--- config.mk ---
export PLATFORM = sky130hd
export DESIGN_NAME = ntc_div_pipe
export DESIGN_NICKNAME = d
export VERILOG_FILES = /design/src/sv/ntc_pkg.sv /design/src/sv/ntc_div_pipe.sv
export SDC_FILE = /design/constraint.sdc
export NUM_CORES = 2
export LEC_CHECK = 0
export BUFFER_PORTS_ARGS = -buffer_cell sky130_fd_sc_hd__buf_2
export CORE_MARGIN = 4
export CORE_UTILIZATION = 64
export CTS_CLUSTER_SIZE = 20
export DETAILED_ROUTE_END_ITERATION = 12
export GPL_ROUTABILITY_DRIVEN = 0
export PLACE_DENSITY = 0.81
export SLEW_MARGIN = 20
export SYNTH_ARGS = -nofsm -noshare
export SYNTH_HDL_FRONTEND = slang
export SYNTH_SLANG_ARGS = --single-unit
--- constraint.sdc ---
create_clock -name clk -period 4.38 [get_ports clk]
set_input_delay 0.657 -clock clk [delete_from_list [all_inputs] [get_ports clk]]
set_output_delay 0.657 -clock clk [all_outputs]
set_load 0.01 [all_outputs]
--- src/sv/ntc_pkg.sv ---
`timescale 1ns / 1ps

package ntc_pkg;

  localparam int FRAC_BITS_DEF = 24;

  localparam int SAMPLE_W   = 16;
  localparam int TEMP_W     = 18;
  localparam int CFG_IDX_W  = 3;
  localparam int CFG_DATA_W = 20;

  localparam int REF_W   = 16;
  localparam int BETA_W  = 15;
  localparam int OHMS_W  = 20;
  localparam int NOMC_W  = 15;

  localparam int LOG_N_W = 20;
  localparam int K_W     = 5;
  localparam int MANT_W  = 31;
  localparam int QUOT_W  = 18;

  localparam int KELVIN_OFFSET = 27315;
  localparam int TOP_LIMIT     = 100000;
  localparam logic [31:0] LN2_Q32 = 32'hB17217F8;

  localparam logic [REF_W-1:0]  REF_RST  = 16'd5000;
  localparam logic [BETA_W-1:0] BETA_RST = 15'd3988;
  localparam logic [OHMS_W-1:0] FIX_RST  = 20'd10000;
  localparam logic [OHMS_W-1:0] NOM_RST  = 20'd10000;
  localparam logic [NOMC_W-1:0] NOMC_RST = 15'd2500;

  typedef enum logic [CFG_IDX_W-1:0] {
    CFG_REFERENCE_MV    = 3'd0,
    CFG_BETA_KELVIN     = 3'd1,
    CFG_FIXED_OHMS      = 3'd2,
    CFG_NOMINAL_OHMS    = 3'd3,
    CFG_NOMINAL_CENTI_C = 3'd4
  } cfg_idx_t;

  typedef struct packed {
    logic vld;
    logic bad;
  } tag_t;

endpackage

--- src/sv/ntc_div_pipe.sv ---
`timescale 1ns / 1ps

module ntc_div_pipe #(
  parameter int FRAC_BITS = ntc_pkg::FRAC_BITS_DEF
) (
  input  logic                         clk,
  input  logic                         rst_n,
  input  logic                         en,
  input  ntc_pkg::tag_t                tag_i,
  input  logic [FRAC_BITS+23:0]        d_i,
  input  logic [FRAC_BITS+37:0]        n_i,
  output ntc_pkg::tag_t                tag_o,
  output logic [ntc_pkg::QUOT_W-1:0]   q_o,
  output logic                         sat_o
);

  localparam int DW = FRAC_BITS + 24;
  localparam int NW = FRAC_BITS + 38;
  localparam int CW = FRAC_BITS + 43;
  localparam int QB = ntc_pkg::QUOT_W;
  localparam int NS = QB + 1;

  ntc_pkg::tag_t   tag_r [0:NS-1];
  logic [NW-1:0]   rem_r [0:NS-1];
  logic [DW-1:0]   d_r   [0:NS-1];
  logic [QB-1:0]   q_r   [0:NS-1];
  logic            sat_r [0:NS-1];

  for (genvar j = 0; j < NS; j++) begin : g_step
    localparam int P = QB - j;

    ntc_pkg::tag_t tag_in;
    logic [NW-1:0] rem_in;
    logic [DW-1:0] d_in;
    logic [QB-1:0] q_in;
    logic          sat_in;
    logic [CW-1:0] dsh;
    logic          ge;
    logic [NW-1:0] rem_nxt;
    logic [QB-1:0] q_nxt;
    logic          sat_nxt;

    if (j == 0) begin : g_first
      assign tag_in = tag_i;
      assign rem_in = n_i;
      assign d_in   = d_i;
      assign q_in   = '0;
      assign sat_in = 1'b0;
    end else begin : g_next
      assign tag_in = tag_r[j-1];
      assign rem_in = rem_r[j-1];
      assign d_in   = d_r[j-1];
      assign q_in   = q_r[j-1];
      assign sat_in = sat_r[j-1];
    end

    assign dsh = CW'(d_in) << P;
    assign ge  = CW'(rem_in) >= dsh;

    if (j == 0) begin : g_ovf
      assign sat_nxt = ge;
      assign rem_nxt = rem_in;
      assign q_nxt   = q_in;
    end else begin : g_bit
      always_comb begin
        sat_nxt  = sat_in;
        rem_nxt  = ge ? NW'(CW'(rem_in) - dsh) : rem_in;
        q_nxt    = q_in;
        q_nxt[P] = ge;
      end
    end

    always_ff @(posedge clk) begin
      if (!rst_n) begin
        tag_r[j] <= '0;
      end else if (en) begin
        tag_r[j] <= tag_in;
      end
    end

    always_ff @(posedge clk) begin
      if (en) begin
        rem_r[j] <= rem_nxt;
        d_r[j]   <= d_in;
        q_r[j]   <= q_nxt;
        sat_r[j] <= sat_nxt;
      end
    end
  end

  assign tag_o = tag_r[NS-1];
  assign q_o   = q_r[NS-1];
  assign sat_o = sat_r[NS-1];

endmodule

==> metrics <==
CP delay by family, top=compound AO/OA/AOI/OAI gates; core area=0.200 mm²; leak pwr=58.6 nW; register clock-pin slew on the reported worst setup and hold paths=60 ps; Final Power=0.0889 W; maximum VDD drop=0.577 mV; critical path class=flop to flop; Final ANT Viol Nets=0; relative slew slack=30.3%; synth warn=0; CTS H-tree lvls=4; GRT overflow=0; CTS buffer count=223; clock sink count=2208; Yosys top cell by area=edfxtp_1; RSZ-0062 raised after global routing=no; drt pass-1 iters=7; Fmax=235 MHz; cells on worst reg2reg path=17; synth cell count leaders=2208 x edfxtp_1, 1225 x a21oi_1, 1129 x inv_1, 902 x ha_1, 863 x nand2_1; Synth area leaders=edfxtp_1 52%, ha_1 8.8%, a21oi_1 4.8%; worst-skew pair later-pin latency=870 ps; Max-cap violations=0; Yosys reg bits=2208; GRT Total Usage=27.5%; critical path's slowest cell=fa_1; sequential area share after synthesis=51.5%; DRT Wirelength=296000 µm; fraction of registers with async set or reset after synthesis=0%; std cell rows=164; post-route cell area=0.142 mm²; EDFF count, synth=2208; first-pass GRT wire length=469000 µm; HPWL Detailed=219000 µm; max incr delay on CP=400 ps; required time of the critical path=5000 ps; Period Utilization, post-route=97.4%; Power Internal=0.0560 W; # IOs=136; number of buffers and inverters on the critical path=4; Vias/cell=6.20; Post-Syn Area=0.129 mm²; Place WS=-32.4 ps; Critical Path Stages=17; outcome=completed; Setup-failing EPs final=0; cell mode on critical path=inv_1; Gate power share=43.7%; fraction of layout cells with a size suffix above 1=8.86%; PwrDens=625 mW/mm²; Die Span Y=456 µm; Synth Flop Type=edfxtp_1; Post-Syn Nets=13079; worst path arrival time=4880 ps; DRC viols=0; average wire per standard cell=19.4 µm; Worst Skew=30.1 ps; CTS tree=built; worst-path maximum fanout=24; sequential fraction of design power=36.5%; Final WS setup=116 ps; crit-path cells=inv_1, ha_1, inv_1, fa_1, a21o_1, a41oi_1, a31oi_1, o211ai_1, a21boi_2, a31oi_2, o31a_1, o21ai_2, and3_1, a31oi_4, buf_12, clkbuf_16, mux2_2; largest net degree at the start of global routing=171; vias in the first global route=94002; Area Overhead vs Synth=10.6%; hold path depth=2; number of port buffers=135; P_sw=0.0329 W; Fin Hold WS=128 ps; clock share of power=19.8%; CP startpoint kind=flop; clock buffer depth=3; TNS Setup=0 ps; via count=94827; Max Slew Vio Count=0; Worst Hold Class=input port to flop; Fin. Hold Viols=0; clock root cell=clkbuf_16; Die ar.=0.208 mm²; Initial Utilization=64.4%; mean post-synth cell area=10.7 µm²; count leader, synth=edfxtp_1; Synth top area share=51.5%; Die W=456 µm; worst-margin pin slew=1030 ps; placed inst area=0.134 mm²; minimum clock period=4260 ps; sw frac=37.0%; initial antenna violation count=3; DRT iter0 DRCs=7583; CP Capture Type=flop; Netlist cell types=102; Mapped Cells=12045; nets@finish=13495
placed cells by master (no fill, tap or decap), types with 208 or more instances in the layout:
| cell type | n |
|---|---|
| nand3_1 | 208 |
| a21oi_1 | 1223 |
| edfxtp_1 | 2208 |
| xor2_1 | 328 |
| a21o_1 | 554 |
| nor2_1 | 801 |
| ha_1 | 902 |
| inv_1 | 1129 |
| clkbuf_16 | 227 |
| buf_4 | 320 |
| nand4_1 | 210 |
| mux2_2 | 210 |
| xnor2_1 | 502 |
| nand2_1 | 863 |
| o21ai_0 | 712 |
worst reg2reg max path, cell delays in order (launching register included):
cell,delay (ps)
edfxtp_1,360
inv_1,80
ha_1,160
inv_1,60
fa_1,400
a21o_1,220
a41oi_1,280
a31oi_1,210
o211ai_1,290
a21boi_2,160
a31oi_2,240
o31a_1,270
o21ai_2,130
and3_1,250
a31oi_4,160
buf_12,150
clkbuf_16,220
mux2_2,370
flip-flops by register name, summed over array words and instances, names as in the netlist:
signal / cells
sat_r: 19
q_r: 171
tag_r: 38
rem_r: 1116
d_r: 864
per-layer routing:
layer | global-route usage (%) | part of all wire (%) | up-vias
li1 | - | - | 44990
met2 | 51.8 | 52 | 4596
met5 | 0 | 0 | -
met3 | 3.24 | 5.2 | 1321
met4 | 19.5 | 8.1 | 0
met1 | 28.2 | 35 | 43920
power groups by stage:
stage,logic (W),registers [W],clock network [W]
floorplan,0.0284,0.0317,0
global placement,0.0358,0.0325,0
detailed placement,0.0374,0.0327,0
CTS,0.0378,0.0323,0.0179
global route,0.0425,0.0328,0.0188
finish,0.0389,0.0324,0.0176
per-stage QoR:
stage | std cells | util [%]
after floorplan | 12045 | -
after global placement | 14776 | 67.2
after detailed placement | 14776 | 67.2
after CTS | 15285 | 71.1
after global routing | 15291 | 71.2
final | 15293 | 71.2
layout make-up:
| class | instances | area [µm²] |
|---|---|---|
| flip-flops and latches | 2208 | 66300 |
| fillers | 12955 | 57500 |
| multi-input cells | 8292 | 56700 |
| clock buffers | 273 | 5810 |
| repair buffers | 606 | 5020 |
| inverters | 1130 | 4240 |
| well taps | 2656 | 3320 |
| clock inverters | 126 | 961 |
| diodes | 2 | 5.00 |
final timing paths:
path / start / to / slack (ps)
worst max-delay path: rem_r[2][15] / rem_r[3][60] / 120
worst max register to register: rem_r[2][15] / rem_r[3][60] / 120
worst min-delay path: tag_i[1] / tag_r[0][1] / 130
worst min register to register: q_r[13][5] / q_r[14][5] / 410
logic make-up after synthesis:
logic type / after synthesis / synth area share, %
and+or+nand+nor: 2949 / 11.0
DFF: 2208 / 51.5
buffers and inverters: 1545 / 4.60
AOI/OAI and AO/OA: 3373 / 16.2
xor gates and xnor gates: 830 / 5.65
muxes: 221 / 1.92
adders and majority gates: 919 / 9.04
what timing repair did:
action	in CTS	in global routing
hold buffers	110	0
hold endpoints to repair	110	0
setup buffers	0	4
setup endpoints to repair	1	135
gates resized for setup	1	22
gates cloned	0	2
pin swaps	0	5
(Power assumes the default switching activity.)
